===== src/rtl/slcf_pkg.sv =====
`timescale 1ns / 1ps
// ----------------------------------------------------------------------------
// slcf_pkg
// Types, constants and helpers for the sync/length/checksum framer.
// ----------------------------------------------------------------------------
package slcf_pkg;

	// Field widths
	localparam int BYTE_W     = 8;
	localparam int LEN_W      = 9;
	localparam int SUM_W      = 16;
	localparam int IN_TDATA_W  = 8;
	localparam int OUT_TDATA_W = 40;
	localparam int OUT_PAD_W   = 2;

	// Configuration port
	localparam int CFG_ADDR_W = 3;
	localparam int CFG_DATA_W = 32;
	localparam logic CFG_IDX_MAX_FRAME_LEN = 1'b0;

	// Header and length constants
	localparam logic [BYTE_W-1:0] START_BYTE   = 8'h01;
	localparam logic [BYTE_W-1:0] SYNC_COMP    = 8'hFF;
	localparam logic [LEN_W-1:0]  LEN_EXTRA    = 9'd6;
	localparam logic [LEN_W-1:0]  MAX_LEN_RST  = 9'd261;
	localparam logic [LEN_W-1:0]  POS_HDR_LAST = 9'd2;
	localparam logic [LEN_W-1:0]  POS_LEN      = 9'd3;

	// Known message ids
	localparam logic [BYTE_W-1:0] ID_KNOWN_A = 8'd20;
	localparam logic [BYTE_W-1:0] ID_KNOWN_B = 8'd21;
	localparam logic [BYTE_W-1:0] ID_KNOWN_C = 8'd22;
	localparam logic [BYTE_W-1:0] ID_KNOWN_D = 8'd23;
	localparam logic [BYTE_W-1:0] ID_KNOWN_E = 8'd67;

	typedef enum logic [2:0] {
		ST_HUNT     = 3'd0,
		ST_IN_FRAME = 3'd1,
		ST_GOOD     = 3'd2,
		ST_CSUM_ERR = 3'd3,
		ST_LEN_ERR  = 3'd4
	} status_t;

	// One result item
	typedef struct packed {
		logic              known_id;
		logic [LEN_W-1:0]  frame_length;
		logic [BYTE_W-1:0] message_id;
		logic [LEN_W-1:0]  position;
		logic [BYTE_W-1:0] byte_out;
		status_t           status;
	} result_t;

	function automatic logic is_known_id(input logic [BYTE_W-1:0] id);
		return (id == ID_KNOWN_A) || (id == ID_KNOWN_B) || (id == ID_KNOWN_C) ||
			(id == ID_KNOWN_D) || (id == ID_KNOWN_E);
	endfunction

endpackage


===== src/rtl/sync_length_checksum_framer_core.sv =====
`timescale 1ns / 1ps
// ----------------------------------------------------------------------------
// sync_length_checksum_framer_core
// Byte-serial frame synchroniser with length limit and 16-bit sum checksum.
// ----------------------------------------------------------------------------
// Takes one receiver byte per transaction and returns exactly one result per
// byte, in order. Sustained rate is one byte per clock while the output is not
// stalled; a byte is held in the input register, loaded at the accepting edge,
// and its result in the result register, as the whole frame state update is
// combinational from the input register to the result register.
// Backpressure on the output stalls the input side with no loss.
// max_frame_len should be written only while no byte is in flight. No
// start-up sweep: the block is ready out of reset.
// ----------------------------------------------------------------------------
module sync_length_checksum_framer_core
	import slcf_pkg::*;
(
	input  logic                   clk,
	input  logic                   arst_n,
	// input stream
	input  logic                   s_tvalid,
	output logic                   s_tready,
	input  logic [IN_TDATA_W-1:0]  s_tdata,   // [7:0] byte_in
	// result stream
	output logic                   m_tvalid,
	input  logic                   m_tready,
	// [2:0] status, [10:3] byte_out, [19:11] position, [27:20] message_id,
	// [36:28] frame_length, [37] known_id, [39:38] zero
	output logic [OUT_TDATA_W-1:0] m_tdata,
	// configuration
	input  logic                   psel,
	input  logic                   penable,
	input  logic                   pwrite,
	input  logic [CFG_ADDR_W-1:0]  paddr,
	input  logic [CFG_DATA_W-1:0]  pwdata,
	output logic [CFG_DATA_W-1:0]  prdata,
	output logic                   pready
);

	logic              valid_s1;
	logic [BYTE_W-1:0] byte_s1;
	logic              valid_s2;
	result_t           res_s2;
	result_t           res;
	logic              advance;
	logic [LEN_W-1:0]  max_frame_len;

	slcf_cfg_regs u_cfg (
		.clk           (clk),
		.arst_n        (arst_n),
		.psel          (psel),
		.penable       (penable),
		.pwrite        (pwrite),
		.paddr         (paddr),
		.pwdata        (pwdata),
		.prdata        (prdata),
		.pready        (pready),
		.max_frame_len (max_frame_len)
	);

	// Stage 1 byte moves on when the result register is free or draining
	assign advance  = valid_s1 && (!valid_s2 || m_tready);
	assign s_tready = !valid_s1 || advance;

	// Input register
	always_ff @(posedge clk or negedge arst_n) begin
		if (!arst_n) begin
			valid_s1 <= 1'b0;
		end else if (s_tready) begin
			valid_s1 <= s_tvalid;
		end
	end

	always_ff @(posedge clk) begin
		if (s_tvalid && s_tready) begin
			byte_s1 <= s_tdata[BYTE_W-1:0];
		end
	end

	slcf_engine u_engine (
		.clk           (clk),
		.arst_n        (arst_n),
		.step          (advance),
		.byte_s1       (byte_s1),
		.max_frame_len (max_frame_len),
		.res           (res)
	);

	// Result register
	always_ff @(posedge clk or negedge arst_n) begin
		if (!arst_n) begin
			valid_s2 <= 1'b0;
		end else if (advance) begin
			valid_s2 <= 1'b1;
		end else if (m_tready) begin
			valid_s2 <= 1'b0;
		end
	end

	always_ff @(posedge clk) begin
		if (advance) begin
			res_s2 <= res;
		end
	end

	assign m_tvalid = valid_s2;
	assign m_tdata  = {{OUT_PAD_W{1'b0}}, res_s2};

endmodule


===== src/rtl/slcf_cfg_regs.sv =====
`timescale 1ns / 1ps
// ----------------------------------------------------------------------------
// slcf_cfg_regs
// APB register file holding the maximum frame length.
// ----------------------------------------------------------------------------
module slcf_cfg_regs
	import slcf_pkg::*;
(
	input  logic                  clk,
	input  logic                  arst_n,
	input  logic                  psel,
	input  logic                  penable,
	input  logic                  pwrite,
	input  logic [CFG_ADDR_W-1:0] paddr,
	input  logic [CFG_DATA_W-1:0] pwdata,
	output logic [CFG_DATA_W-1:0] prdata,
	output logic                  pready,
	output logic [LEN_W-1:0]      max_frame_len
);

	logic [LEN_W-1:0] max_frame_len_q;
	logic             wr_en;
	logic             idx;

	assign pready = 1'b1;
	assign idx    = paddr[CFG_ADDR_W-1];
	assign wr_en  = psel & penable & pwrite & pready;

	// Register write in the access phase
	always_ff @(posedge clk or negedge arst_n) begin
		if (!arst_n) begin
			max_frame_len_q <= MAX_LEN_RST;
		end else if (wr_en && (idx == CFG_IDX_MAX_FRAME_LEN)) begin
			max_frame_len_q <= pwdata[LEN_W-1:0];
		end
	end

	// Read-back
	always_comb begin
		prdata = '0;
		if (idx == CFG_IDX_MAX_FRAME_LEN) begin
			prdata = {{(CFG_DATA_W-LEN_W){1'b0}}, max_frame_len_q};
		end
	end

	assign max_frame_len = max_frame_len_q;

endmodule


===== src/rtl/slcf_engine.sv =====
`timescale 1ns / 1ps
// ----------------------------------------------------------------------------
// slcf_engine
// Frame state and per-byte decision: header hunt, length check, running sum
// and checksum compare. Result is combinational from the staged byte.
// ----------------------------------------------------------------------------
module slcf_engine
	import slcf_pkg::*;
(
	input  logic              clk,
	input  logic              arst_n,
	input  logic              step,
	input  logic [BYTE_W-1:0] byte_s1,
	input  logic [LEN_W-1:0]  max_frame_len,
	output result_t           res
);

	logic [BYTE_W-1:0] win0_q, win1_q, win0_d, win1_d;
	logic [LEN_W-1:0]  byte_count_q, byte_count_d;
	logic [LEN_W-1:0]  exp_len_q, exp_len_d;
	logic [SUM_W-1:0]  sum_q, sum_d;
	logic [BYTE_W-1:0] csum_low_q, csum_low_d;
	logic [BYTE_W-1:0] cur_id_q, cur_id_d;

	logic             hunting;
	logic             hdr_hit;
	logic [LEN_W-1:0] pos_inc;
	logic [LEN_W-1:0] len_val;
	logic [LEN_W:0]   pos_plus2;
	logic [SUM_W-1:0] sum_add;
	logic             csum_ok;

	assign hunting   = (byte_count_q == '0);
	assign hdr_hit   = (win0_q == START_BYTE) && ((win1_q ^ byte_s1) == SYNC_COMP);
	assign pos_inc   = byte_count_q + 9'd1;
	assign len_val   = {1'b0, byte_s1} + LEN_EXTRA;
	assign pos_plus2 = {1'b0, byte_count_q} + 10'd2;
	assign sum_add   = sum_q + {{(SUM_W-BYTE_W){1'b0}}, byte_s1};
	assign csum_ok   = (sum_q[SUM_W-1:BYTE_W] == byte_s1) && (sum_q[BYTE_W-1:0] == csum_low_q);

	// Next state and result
	always_comb begin
		win0_d       = win0_q;
		win1_d       = win1_q;
		byte_count_d = byte_count_q;
		exp_len_d    = exp_len_q;
		sum_d        = sum_q;
		csum_low_d   = csum_low_q;
		cur_id_d     = cur_id_q;

		res.status       = ST_HUNT;
		res.byte_out     = byte_s1;
		res.position     = '0;
		res.frame_length = '0;

		priority if (hunting) begin
			win0_d = win1_q;
			win1_d = byte_s1;
			if (hdr_hit) begin
				byte_count_d = POS_LEN;
				cur_id_d     = win1_q;
				exp_len_d    = '0;
				sum_d        = {{(SUM_W-BYTE_W){1'b0}}, START_BYTE}
					+ {{(SUM_W-BYTE_W){1'b0}}, win1_q}
					+ {{(SUM_W-BYTE_W){1'b0}}, byte_s1};
				res.status   = ST_IN_FRAME;
				res.position = POS_HDR_LAST;
			end
		end else if (byte_count_q == POS_LEN) begin
			// length byte
			exp_len_d        = len_val;
			res.position     = byte_count_q;
			res.frame_length = len_val;
			if (len_val > max_frame_len) begin
				byte_count_d = '0;
				res.status   = ST_LEN_ERR;
			end else begin
				byte_count_d = pos_inc;
				sum_d        = sum_add;
				res.status   = ST_IN_FRAME;
			end
		end else if (pos_inc < exp_len_q) begin
			// body or checksum low byte
			byte_count_d     = pos_inc;
			res.status       = ST_IN_FRAME;
			res.position     = byte_count_q;
			res.frame_length = exp_len_q;
			if (pos_plus2 < {1'b0, exp_len_q}) begin
				sum_d = sum_add;
			end else begin
				csum_low_d = byte_s1;
			end
		end else begin
			// last byte: checksum high
			byte_count_d     = '0;
			res.status       = csum_ok ? ST_GOOD : ST_CSUM_ERR;
			res.position     = byte_count_q;
			res.frame_length = exp_len_q;
		end

		res.message_id = cur_id_d;
		res.known_id   = is_known_id(cur_id_d);
	end

	// State registers
	always_ff @(posedge clk or negedge arst_n) begin
		if (!arst_n) begin
			win0_q       <= '0;
			win1_q       <= '0;
			byte_count_q <= '0;
			exp_len_q    <= '0;
			sum_q        <= '0;
			csum_low_q   <= '0;
			cur_id_q     <= '0;
		end else if (step) begin
			win0_q       <= win0_d;
			win1_q       <= win1_d;
			byte_count_q <= byte_count_d;
			exp_len_q    <= exp_len_d;
			sum_q        <= sum_d;
			csum_low_q   <= csum_low_d;
			cur_id_q     <= cur_id_d;
		end
	end

endmodule


===== config.mk =====
export PLATFORM = sky130hd
export DESIGN_NAME = sync_length_checksum_framer_core
export DESIGN_NICKNAME = d
export VERILOG_FILES = /design/src/rtl/slcf_pkg.sv /design/src/rtl/sync_length_checksum_framer_core.sv /design/src/rtl/slcf_cfg_regs.sv /design/src/rtl/slcf_engine.sv
export SDC_FILE = /design/constraint.sdc
export NUM_CORES = 1
export LEC_CHECK = 0
export BUFFER_PORTS_ARGS = -buffer_cell sky130_fd_sc_hd__buf_2
export CAP_MARGIN = 5
export CORE_MARGIN = 2
export CORE_UTILIZATION = 61
export DETAILED_ROUTE_END_ITERATION = 10
export PLACE_DENSITY = 0.86
export SLEW_MARGIN = 20
export SYNTH_ARGS = -nofsm -noshare
export SYNTH_HDL_FRONTEND = slang
export SYNTH_SLANG_ARGS = --single-unit

===== constraint.sdc =====
create_clock -name clk -period 8.4 [get_ports clk]
set_clock_uncertainty 0.1 [all_clocks]
set_input_delay 0.84 -clock clk [delete_from_list [all_inputs] [get_ports clk]]
set_output_delay 0.84 -clock clk [all_outputs]
set_load 0.02 [all_outputs]

-- Yosys cells after proc, flatten, opt, wreduce, memory -nomap -nowiden
Index checks and enable logic that the tools add are counted.
- register bits after elaboration: 123
- output and inout bits: 75
- word-level logic and storage cells: 93
- bitwise logic cells: 7
- $add $sub $neg: 6
- muxes and demuxes: 27
- reduce and logical (&&, ||, !) cells: 21
- $lt $le $gt $ge: 3
- equality and inequality tests: 12
- operator list (kind ; number):
    $mux W16 ; 6
    $mux W9 ; 10
    $add A16 B8 Y16 ; 2
    $eq A8 B5 Y1 const B ; 4
    $eq A8 B8 Y1 ; 2
    $mux W8 ; 2
    $mux W3 ; 4
    $add A9 B2 Y10 const B ; 1
    $lt A10 B9 Y1 ; 1
    $reduce_and A5 Y1 ; 2
    $add A1 B8 Y9 const A ; 1
    $add A8 B3 Y9 const B ; 1
    $add A9 B1 Y9 const B ; 1
    $eq A9 B2 Y1 const B ; 1
    $gt A9 B9 Y1 ; 1
    $logic_not A9 Y1 ; 1
    $lt A9 B9 Y1 ; 1
    $eq A8 B1 Y1 const B ; 1
    $eq A8 B7 Y1 const B ; 1
    $eq A8 B8 Y1 const B ; 1
    $xor A8 B8 Y8 ; 1
    $logic_or A1 B1 Y1 ; 6
    $reduce_bool A3 Y1 ; 2
    $logic_and A1 B1 Y1 ; 5
    other kinds (9) ; 18

-- Depth between registers and ports, before layout
Gate-level depths: netlist (run 1).
- depth in word-level cells: 10
- gate-level depth with buffers: 16

-- By module
A second synthesis (run 1) with hierarchy kept.
- cell total of the unflattened synthesis: 659
- area, all modules: 7226.9 µm²
- modules (own cells, without submodules) (module ; instances ; area an instance (µm²) ; cells each):
    slcf_engine ; 1 ; 5102.4 ; 548
    sync_length_checksum_framer_core ; 1 ; 1503.9 ; 57
    slcf_cfg_regs ; 1 ; 620.6 ; 54

-- Worst setup path before layout (run 1)
OpenSTA, ideal clock, no wires.
- kind: register -> register
- from: reg byte_s1[1]
- to: reg u_engine.sum_q[11]
- arrival time: 3624 ps
- clock period less this slack: 3802 ps
- stages on the path, launching flop included: 17
- required time: 8222 ps
- buffers on the path: 2
- slack: 4598 ps
- cell sequence: edfxtp_1 > clkbuf_1 > inv_1 > ha_1 > nor2_1 > nand3_1 > xor2_1 > inv_1 > ha_1 > o21ai_0 > nor2_1 > a2111oi_0 > a211oi_1 > a2111o_1 > buf_6 > or4_1 > a21oi_1
- cells in the longest elaborated chain, start to end: 5
- elaborated cells on any way between the ends: 16
- RTL lines (element ; RTL line ; text):
    start, declared ; sync_length_checksum_framer_core.sv:41 ; logic [BYTE_W-1:0] byte_s1;
    start signal, assigned ; sync_length_checksum_framer_core.sv:76 ; byte_s1 <= s_tdata[BYTE_W-1:0];
    parallel branches: the longest is 5 deep, another holds $add A8 B3 Y9 ; n/a ;
    end signal, assigned ; slcf_engine.sv:120 ; sum_q <= sum_d;
    end, declared ; slcf_engine.sv:21 ; logic [SUM_W-1:0] sum_q, sum_d;
Parallel ways; which one is timed is not known. The select of a mux whose other input is x is not followed.
A chain may end at the register's enable or synchronous reset.

-- Worst setup path in the final report (run 1)
- from: reg byte_s1[1]
- to: reg u_engine.sum_q[15]
The elaborated chain is that of the path after synthesis.

==> results of run 1 <==
power by group through the flow:
stage	clock network, mW	logic (mW)	registers [mW]
3_3_place_gp	0	1.02	0.953
3_5_place_dp	0	1.07	0.964
4_1_cts	0.735	1.11	0.955
2_1_floorplan	0	0.867	0.914
6_report	0.735	1.12	0.962
5_1_grt	0.768	1.24	0.978
placed cells by master (no fill, tap or decap), types with 4 or more instances in the layout:
cell       instances
or2_2              4
a32o_1             5
buf_4              5
mux2_2            38
nand4_1            9
xor2_1            23
clkinv_4           4
o21bai_1           4
inv_1             40
edfxtp_1          46
a21oi_1           29
nor4_1             5
clkbuf_16         17
nor2_1            41
ha_1              46
conb_1            26
dfrtp_1           74
mux2i_1            4
xnor2_1           34
a211oi_1           5
a31oi_1            8
nand2_1           60
o31ai_1            8
nand2b_1           5
buf_2             73
a22o_1            12
inv_6              4
o21ai_0           33
nor3_1            11
a21o_1             4
o211ai_1           5
nand3_1           18
or4_1              6
worst paths after layout:
path                       depth (start not counted)                from                    end  slack (ps)
min reg2reg                                        2  u_engine.win0_q[0]     u_engine.win0_q[0]         400
max reg2reg                                       14          byte_s1[1]     u_engine.sum_q[15]        3670
min in group clk                                   2  u_engine.win0_q[0]     u_engine.win0_q[0]         400
max in group asynchronous                          3              arst_n   u_engine.cur_id_q[6]        7350
min                                                2              arst_n  u_engine.exp_len_q[7]         280
max                                               14          byte_s1[1]     u_engine.sum_q[15]        3670
critical path, stage by stage, from the launching register on:
cell and delay (ps):
edfxtp_1 680, inv_1 280, ha_1 290, nor2_1 200, nand3_1 140, xor2_1 270
inv_1 100, ha_1 300, o21ai_0 170, nor2_1 60, a2111oi_0 610, a211oi_1 200
a2111o_1 500, or4_1 560, a21oi_1 180
cell type report:
cell class,count,area [um^2]
multi-input combinational,481,3402
fill,783,3354
sequential,123,3312
timing repair buffer,79,430.4
clock buffer,18,429.2
tap,143,178.9
clock inverter,14,161.4
inverter,40,150.1
routing by layer:
metal | up-vias | global-route usage
met1 | 2719 | 0.3472
met2 | 188 | 0.4281
met4 | 0 | 0.1171
met5 | - | 0
li1 | 2505 | -
met3 | 49 | 0.06102
through the flow:
step	util	power [mW]	instances
after floorplan	-	1.781	707
after global placement	0.6517	1.968	865
after detailed placement	0.6517	2.038	865
after CTS	0.7034	2.795	897
after global routing	0.7062	2.981	898
final	0.7062	2.818	898
sequential cells by signal, indices dropped and copies added (netlist names), 8 cells and up:
| name | flops |
|---|---|
| u_engine.win1_q | 8 |
| u_engine.byte_count_q | 9 |
| m_tdata | 38 |
| u_engine.csum_low_q | 8 |
| u_engine.exp_len_q | 9 |
| u_engine.win0_q | 8 |
| u_cfg.max_frame_len | 9 |
| u_engine.sum_q | 16 |
| byte_s1 | 8 |
| u_engine.cur_id_q | 8 |
cell usage after synthesis (2+ instances only):
master	number
dfrtp_1	74
nand2_1	60
edfxtp_1	46
ha_1	46
nor2_1	41
inv_1	40
mux2_2	38
xnor2_1	34
o21ai_0	33
a21oi_1	29
buf_4	26
clkbuf_1	24
xor2_1	23
nand3_1	18
a22o_1	12
buf_2	11
nor3_1	11
nand4_1	9
a31oi_1	8
o31ai_1	8
or4_1	6
a211oi_1	5
a32o_1	5
nand2b_1	5
nor4_1	5
o211ai_1	5
a2111oi_0	4
a21o_1	4
mux2i_1	4
o21bai_1	4
or2_2	4
and2_1	3
and3_1	3
dfstp_2	3
nor2b_1	3
buf_6	2
conb_1	2
fa_1	2
nand3b_1	2
nor3b_1	2
o21ba_2	2
kinds of logic (layout without fill, tap and decap cells):
logic type / count (synthesis) / count (layout) / share of synthesized area
adder cells (fa/ha/maj): 48 / 48 / 0.08639
AND/OR/NAND/NOR: 179 / 179 / 0.1210
other: 2 / 26 / 0.001054
AO/OA/AOI/OAI: 129 / 129 / 0.1191
multiplexers: 42 / 42 / 0.06567
XOR/XNOR: 57 / 57 / 0.07006
buffers and inverters: 103 / 151 / 0.07199
flip-flops: 123 / 123 / 0.4648
==> metrics.txt, run 1 <==
status finished clean; first-pass GRT wire length 26480 um; io pins 125; post-route cell area just over 8000 um^2; Synth area leader dfrtp_1; RSZ-0062 raised after global routing false; share of cells above drive strength 1 0.2132; kind of end point of the critical path register; Post CTS Setup Buffer Count 0; Max rail drop VDD roughly 0.19 mV; relative slew slack 0.2801; initial antenna violation count 0; setup ws final 3667 ps; root buf cell clkbuf_16; Slew Limit Fails 0; vias in the first global route 5462; row count 39; final period utilization 0.5635; Yosys top cell area share 0.2599; first-pass iteration count of the detailed router 5; clk sinks 123; CP Launch Type register; Routability Congestion 0.8867; sum of negative setup slack 0 ps; Pwr Density 349.5 nW/um^2; Final setup viols 0; Yosys cell types 58; Int Power ~1.7 mW; Post-synth EDFFs 46; crit path time final between 4000 and 5000 ps; DR WL met2 8234 um; CTS tree done; cells after synthesis around 700; via/cell ratio between 6 and 7; Max Clk Rate 211.3 MHz; total track usage 0.2655; max-cap violations 0; synthesis warning total 0; register area share after synthesis 0.4648; DRT Wirelength 16390 um; met1 WL 6824 um; Die Y roughly 110 um; CTS Buffer Depth 2; asr flop ratio synth 0.6260; Resized cells post-CTS 0; max layer used met4; pre-CTS setup slack 3820 ps; Starting Density 0.6240; cell area after synthesis 7126 um^2; total via count in the routed design 5461; Sw Share 0.3962; Post-synth top flop dfrtp_1; # hold bufs at CTS 0; type of the most critical hold path primary input to asynchronous set/reset pin; Leakage between 3 and 4 nW; Die Span X 112.1 um; Psw 1.117 mW; Tightest Pin Transition 1076 ps; largest net degree at the start of global routing slightly below 80; Area growth, synth to finish 13.17%; Seq pwr share 0.341; drc violations 0; Fin Hold WS ~280 ps; Syn Area/Cell 10.43 um^2; Comb pwr share 0.398; Hold Vio Cnt, Final 0; Synth Register Bits approximately 120; drt wl/cell 18.25 um; placed cell areas 7441 um^2; CTS Buf Count 17; main area contributors after synthesis dfrtp_1 (26%), edfxtp_1 (19%), ha_1 (8.1%); detailed-placement wirelength estimate 11140 um; antenna-violating nets left 0; Worst Path Required 8650 ps; n_diodes 0; Max H-tree Level 4; Met3 Routed Length between 800 and 900 um; GRT overflow 0; Nets 840; area of the core about 11000 um^2; Worst EP arrival 4980 ps; Clock Power Share 0.261; port bufs 73; DIE AREA 12560 um^2; Crit Path Class register to register; DRT iter0 DRCs around 400; worst skew pair latency 430 ps; Clk pin slew, worst setup/hold paths 60 ps; Crit Path Max Fanout 12
No activity file was read; power rests on OpenSTA's default activity.
==> run 2: changes to the inputs <==
--- a/config.mk
+++ b/config.mk
@@ -5,12 +5,13 @@
 export SDC_FILE = /design/constraint.sdc
 export NUM_CORES = 1
 export LEC_CHECK = 0
+export ABC_AREA = 1
 export BUFFER_PORTS_ARGS = -buffer_cell sky130_fd_sc_hd__buf_2
 export CAP_MARGIN = 5
 export CORE_MARGIN = 2
-export CORE_UTILIZATION = 61
+export CORE_UTILIZATION = 52
 export DETAILED_ROUTE_END_ITERATION = 10
-export PLACE_DENSITY = 0.86
+export PLACE_DENSITY = 0.77
 export SLEW_MARGIN = 20
 export SYNTH_ARGS = -nofsm -noshare
 export SYNTH_HDL_FRONTEND = slang
==> constraint.sdc (replaced) <==
create_clock -name clk -period 3.9 [get_ports clk]
set_clock_uncertainty 0.1 [all_clocks]
set_input_delay 0.39 -clock clk [delete_from_list [all_inputs] [get_ports clk]]
set_output_delay 0.39 -clock clk [all_outputs]
set_load 0.02 [all_outputs]
==> metrics.txt, run 2 <==
status finished clean; Syn Area/Cell 7.994 um^2 (-23%); combinational family with the most area after synthesis simple AND/OR/NAND/NOR gates; register area share after synthesis 0.4334 (-0.03143); io pins 125 (unchanged); DRT Wirelength 18610 um (+14%); crit-path cells nand2_1, inv_1, nand4_1, xor2_1, inv_1, ha_1, nand3_1, nor3_1, a21oi_1, nand3_1, nand2_2, nor2_8, nand2_4, nand2_1, nand2_1; total track usage 0.2469 (-0.01862); post-synthesis mux area share 0 (-0.06567); Die Y 125.2 um (+12%); highest-count cells in the layout ignoring fill and taps nand2_1 (252), inv_1 (107), nor2_1 (77), dfrtp_1 (74), buf_2 (72); antenna-violating nets left 0 (unchanged); Hold Vio Cnt, Final 0 (unchanged); crit-path max cell delay 670 ps (about the same); worst skew pair latency 420 ps (about the same); Synth Register Bits 123 (unchanged); synthesis warning total 0 (unchanged); Worst Path Required 4120 ps (-4530 ps); Tightest Pin Transition 852.7 ps (-223.2 ps); Slew Limit Fails 0 (unchanged); Synth Area in Adders 0.08055 (-0.005841); drc violations 0 (unchanged); Worst Hold Launch s_tdata[3]; Post-synth EDFFs 46 (unchanged); max-cap violations 0 (unchanged); Synth Area in Compound Gates 0.09447 (-0.02459); RSZ-0062 raised after global routing false; FF-to-FF path depth 15 (+1); DIE AREA 15680 um^2 (+25%); root buf cell clkbuf_16; area of the core 14420 um^2 (+26%); Starting Density 0.5298 (-0.09420); port bufs 73 (unchanged); clk sinks 123 (unchanged); synth cell count leaders nand2_1 (252), inv_1 (108), nor2_1 (77); Routability Congestion 0.9297 (+4.8%); Most common cell on crit path nand2_1; Crit Path Max Fanout 17 (+5); n_diodes 0 (unchanged); Synth area leader dfrtp_1; Clk pin slew, worst setup/hold paths 60 ps (about the same); Post-Synth XOR/XNOR Area 0.04355 (-0.02651); Finished Layout Cells 1227 (+37%); Die Span X 125.2 um (+12%); hold-critical path depth 1; Leakage 4.408 nW (+22%); first-pass GRT wire length 30610 um (+16%); cell count along the critical path 15 (+1); Nets 1128 (+34%); via/cell ratio 5.271 (-13%); Final setup viols 0 (unchanged); Pwr Density 846.8 nW/um^2 (+140%); largest net degree at the start of global routing 78 (unchanged); total via count in the routed design 6468 (+18%); GRT overflow 0 (unchanged); Crit Path Class register to register; type of the most critical hold path primary input to register; CTS Buf Count 17 (unchanged); row count 44 (+13%); Max rail drop VDD 0.4702 mV (+150%); DP Cell Count 1194 (+38%); first-pass iteration count of the detailed router 6 (+1); CP Launch Type register; crit path time final 3291 ps (-1442 ps); cell area after synthesis 7642 um^2 (+7.3%); Area growth, synth to finish 13.46%; Post CTS Setup Buffer Count 0 (unchanged); most common cell after layout, fill and taps aside nand2_1; relative slew slack 0.4302 (+0.1501); CP Buf/Inv Count 2 (unchanged); final period utilization 0.8439 (+0.2805); drt wl/cell 15.17 um (-17%); share of cells above drive strength 1 0.1400 (-0.07326); CP Launch Point byte_s1[4]; vias in the first global route 6174 (+13%); asr flop ratio synth 0.6260 (unchanged); CP top delay family simple AND/OR/NAND/NOR gates; setup slack, reg-to-reg 610 ps (-3060 ps); max FFs per register 38 (unchanged); Yosys cell types 45 (-22%); Yosys top cell area share 0.2423 (-0.01757); Post-synth top flop dfrtp_1; kind of end point of the critical path register; Max Clk Rate 303.8 MHz (+44%); CTS tree done; Post-Synth Simple-Gate Area 0.2456 (+0.1246); Slowest cell on crit path edfxtp_1; Worst EP arrival 3510 ps (-1470 ps); DRT iter0 DRCs 469 (+18%); sum of negative setup slack 0 ps (unchanged); Fin Hold WS 38.27 ps (-240.9 ps); detailed-placement wirelength estimate 13330 um (+20%); Max H-tree Level 4 (unchanged); CTS Buffer Depth 2 (unchanged); initial antenna violation count 0 (unchanged); main area contributors after synthesis dfrtp_1 (24%), edfxtp_1 (18%), nand2_1 (12%); cells after synthesis 956 (+40%); top-count cell post-synth nand2_1; FF-to-FF Start byte_s1[4]
-- run 2: path summary, 6_finish.rpt --
| check | end |
|---|---|
| worst min register to register | u_engine.cur_id_q[5] |
| worst max-delay path | u_engine.sum_q[0] |
| worst max register to register | u_engine.sum_q[0] |
| worst min-delay path | byte_s1[3] |
| max in group asynchronous | u_engine.win1_q[5] |
| min in group asynchronous | u_cfg.max_frame_len[4] |
-- run 2: per-stage QoR --
step           power, mW  utilization  instance area (um^2)  setup slack [ps]
3_3_place_gp       5.670       0.5602                  8080             845.1
2_1_floorplan      4.941            -                  7732              1177
5_1_grt            7.987       0.6011                  8671             360.9
3_5_place_dp       5.756       0.5602                  8080             765.9
4_1_cts            7.334       0.6002                  8657             675.7
6_report           7.342       0.6011                  8671             608.6
-- run 2: power by group --
part / internal (mW) / total (mW) / switching (mW)
combinational: 1.18 / 3.69 / 2.51
clock: 0.937 / 1.55 / 0.609
sequential: 1.80 / 2.10 / 0.308
-- run 2: area by class of cell --
cell class / count / area (um^2)
inverters: 124 / 465.4
fillers: 1290 / 5753
repair buffers: 82 / 441.7
clock buffers: 17 / 425.4
well taps: 184 / 230.2
clock inverters: 15 / 151.4
flip-flops and latches: 123 / 3312
multi-input cells: 682 / 3645
-- run 2: metal layers --
metal / GRT usage / part of all wire / up-vias
met5: 0 / 0 / -
met2: 0.4156 / 0.48 / 206
met3: 0.05349 / 0.059 / 28
met4: 0.07255 / 0.015 / 0
li1: - / - / 3207
met1: 0.3230 / 0.45 / 3027
-- run 2: cell families (layout without fill, tap and decap cells) --
group	after synthesis	in the layout
xor gates and xnor gates	38	38
other	2	26
and+or+nand+nor	438	438
buffers and inverters	175	238
adders and majority gates	48	48
AOI/OAI and AO/OA	132	132
DFF	123	123
-- run 2: timing repair --
action                    CTS  global route
hold endpoints to repair    0            49
gates resized for setup     0             0
hold buffers                0             1
==> run 3: changes to the inputs <==
--- a/config.mk
+++ b/config.mk
@@ -5,13 +5,13 @@
 export SDC_FILE = /design/constraint.sdc
 export NUM_CORES = 1
 export LEC_CHECK = 0
-export ABC_AREA = 1
+export ABC_AREA = 0
 export BUFFER_PORTS_ARGS = -buffer_cell sky130_fd_sc_hd__buf_2
 export CAP_MARGIN = 5
 export CORE_MARGIN = 2
-export CORE_UTILIZATION = 52
+export CORE_UTILIZATION = 57
 export DETAILED_ROUTE_END_ITERATION = 10
-export PLACE_DENSITY = 0.77
+export PLACE_DENSITY = 0.81
 export SLEW_MARGIN = 20
 export SYNTH_ARGS = -nofsm -noshare
 export SYNTH_HDL_FRONTEND = slang
==> constraint.sdc (replaced) <==
create_clock -name clk -period 3.3 [get_ports clk]
set_clock_uncertainty 0.1 [all_clocks]
set_input_delay 0.33 -clock clk [delete_from_list [all_inputs] [get_ports clk]]
set_output_delay 0.33 -clock clk [all_outputs]
set_load 0.02 [all_outputs]
==> metrics.txt, run 3 (synthesized netlist as in run 1, its figures left out) <==
failing checks negative setup slack; CP Launch Type register; Final setup viols 17 (+17); Nets 925 (-18%); Worst Hold Launch s_tvalid; first-pass iteration count of the detailed router 5 (-1); max FFs per register 38 (unchanged); Worst Path Required 3550 ps (-570 ps); Slew Limit Fails 0 (unchanged); DP Cell Count 938 (-21%); Core Util, Final 0.7533 (+0.1522); Crit Path Class register to register; post-route cell area 9124 um^2 (+5.2%); Finished Layout Cells 1008 (-18%); CTS Buffer Depth 2 (unchanged); Seq pwr share 0.297 (+0.011); crit-path cells buf_4, o2111ai_4, xor2_2, inv_2, ha_4, a211oi_2, nor2_2, a2111oi_4, a211oi_2, a2111o_1, or4_1, a21oi_2; Die Y 115.8 um (-7.5%); Leakage 4.031 nW (-8.6%); detailed-placement wirelength estimate 12220 um (-8.3%); via/cell ratio 5.895 (+12%); CTS Buf Count 17 (unchanged); largest net degree at the start of global routing 78 (unchanged); drt wl/cell 19.40 um (+28%); Hold Vio Cnt, Final 0 (unchanged); total via count in the routed design 5942 (-8.1%); Area growth, synth to finish 28.04%; drc violations 0 (unchanged); Clock Power Share 0.228 (+0.017); RSZ-0062 raised after global routing true; Starting Density 0.5883 (+0.05849); setup slack, reg-to-reg -260 ps (-870 ps); Fin Hold WS 6.575 ps (-31.70 ps); root buf cell clkbuf_16; CTS tree done; GRT overflow 0 (unchanged); area of the core 12110 um^2 (-16%); crit-path max cell delay 530 ps (-140 ps); Die Span X 115.8 um (-7.5%); Power Total 7.984 mW (+8.7%); Comb pwr share 0.474 (-0.029); CP top delay family compound AO/OA/AOI/OAI gates; highest-count cells in the layout ignoring fill and taps buf_4 (77), dfrtp_1 (74), buf_2 (72), nand2_1 (59), edfxtp_1 (46); setup ws final -258.9 ps (-867.5 ps); Multi-input gate area 3780 um^2 (+3.7%); DIE AREA 13410 um^2 (-14%); CP Launch Point byte_s1[1]; Worst EP arrival 3810 ps (+300 ps); clk sinks 123 (unchanged); CP Buf/Inv Count 2 (unchanged); initial antenna violation count 0 (unchanged); antenna-violating nets left 0 (unchanged); RR Endpoint u_engine.sum_q[13]; vias in the first global route 5749 (-6.9%); first-pass GRT wire length 29170 um (-4.7%); io pins 125 (unchanged); Pwr Density 875.0 nW/um^2 (+3.3%); Tightest Pin Transition 744.1 ps (-108.6 ps); FF-to-FF Start byte_s1[1]; Sw Share 0.4007 (-0.06591); Max rail drop VDD 0.6676 mV (+42%); FF+latch area 3312 um^2 (unchanged); port bufs 73 (unchanged); Fillers 781 (-39%); Most common cell on crit path a211oi_2; Slowest cell on crit path or4_1; kind of end point of the critical path register; hold worst-path end valid_s1; Crit Path Max Fanout 5 (-12); n_diodes 0 (unchanged); Int Power 4.785 mW (+22%); row count 40 (-9.1%); cell count along the critical path 12 (-3); final period utilization 1.078 (+0.2345); total track usage 0.2864 (+0.03945); type of the most critical hold path primary input to register; Routability Congestion 0.9203 (-1.0%); DRT Wirelength 19560 um (+5.1%); Max Clk Rate 281.0 MHz (-7.5%); FF-to-FF path depth 12 (-3); Max H-tree Level 4 (unchanged); max-cap violations 0 (unchanged); status finished, violations left; relative slew slack 0.5039 (+0.07377); DRT iter0 DRCs 598 (+28%); worst skew pair latency 430 ps (about the same); hold-critical path depth 2 (+1); most common cell after layout, fill and taps aside buf_4; Clk pin slew, worst setup/hold paths 60 ps (about the same); share of cells above drive strength 1 0.3464 (+0.2064); placed cell areas 7895 um^2 (-2.3%); Psw 3.199 mW (-6.6%); crit path time final 3559 ps (+267.5 ps)
run 3: power groups by stage:
stage          registers [mW]  clock network (mW)  logic, mW
4_1_cts                  2.34                1.83       3.28
3_3_place_gp             2.34                   0       2.95
2_1_floorplan            2.33                   0       2.23
3_5_place_dp             2.36                   0       3.10
6_report                 2.37                1.82       3.79
5_1_grt                  2.41                1.90       4.07
run 3: cell type report:
type                            instances  area share
Sequential cell                       123      0.3630
Clock inverter                         11     0.01317
Multi-Input combinational cell        482      0.4143
Inverter                               40     0.01700
Tap cell                              168     0.02304
Timing Repair Buffer                  163      0.1201
Clock buffer                           21     0.04937
run 3: worst reg2reg max path, stage by stage, from the launching register on:
cell       delay [ps]
edfxtp_1          440
buf_4             180
o2111ai_4         240
xor2_2            280
inv_2              90
ha_4              230
a211oi_2          240
nor2_2             70
a2111oi_4         320
a211oi_2          120
a2111o_1          480
or4_1             530
a21oi_2           150
run 3: through the flow:
| step | worst slack [ps] | TNS, ps |
|---|---|---|
| 6_report | -258.9 | -1554 |
| 5_1_grt | -285.8 | -2782 |
| 4_1_cts | -61.63 | -234.3 |
| 3_5_place_dp | -306.9 | -1617 |
| 3_3_place_gp | -165.3 | -802.9 |
| 2_1_floorplan | -17.94 | -71.66 |
run 3: worst max path at each step:
| stage | endpoint | slack (ps) |
|---|---|---|
| 3_5_place_dp | u_engine.sum_q[15] | -310 |
| 4_1_cts | u_engine.sum_q[12] | -60 |
| 6_report | u_engine.sum_q[13] | -260 |
| 3_3_place_gp | u_engine.sum_q[15] | -170 |
| 5_1_grt | u_engine.sum_q[13] | -290 |
| 2_1_floorplan | u_engine.sum_q[11] | -20 |
run 3: timing repair:
item,CTS,global route
endpoints found under the hold margin,6,74
cloned,1,2
hold buffers,6,1
setup endpoints to repair,9,31
gates resized for setup,24,51
buffers inserted,23,10
pin swaps,18,19
run 3: per-layer routing:
metal,vias to the layer above,part of all wire,GRT usage
met5,-,0,0
met4,0,0.038,0.1222
met3,69,0.069,0.07950
met2,299,0.49,0.4655
met1,2916,0.40,0.3621
li1,2658,-,-
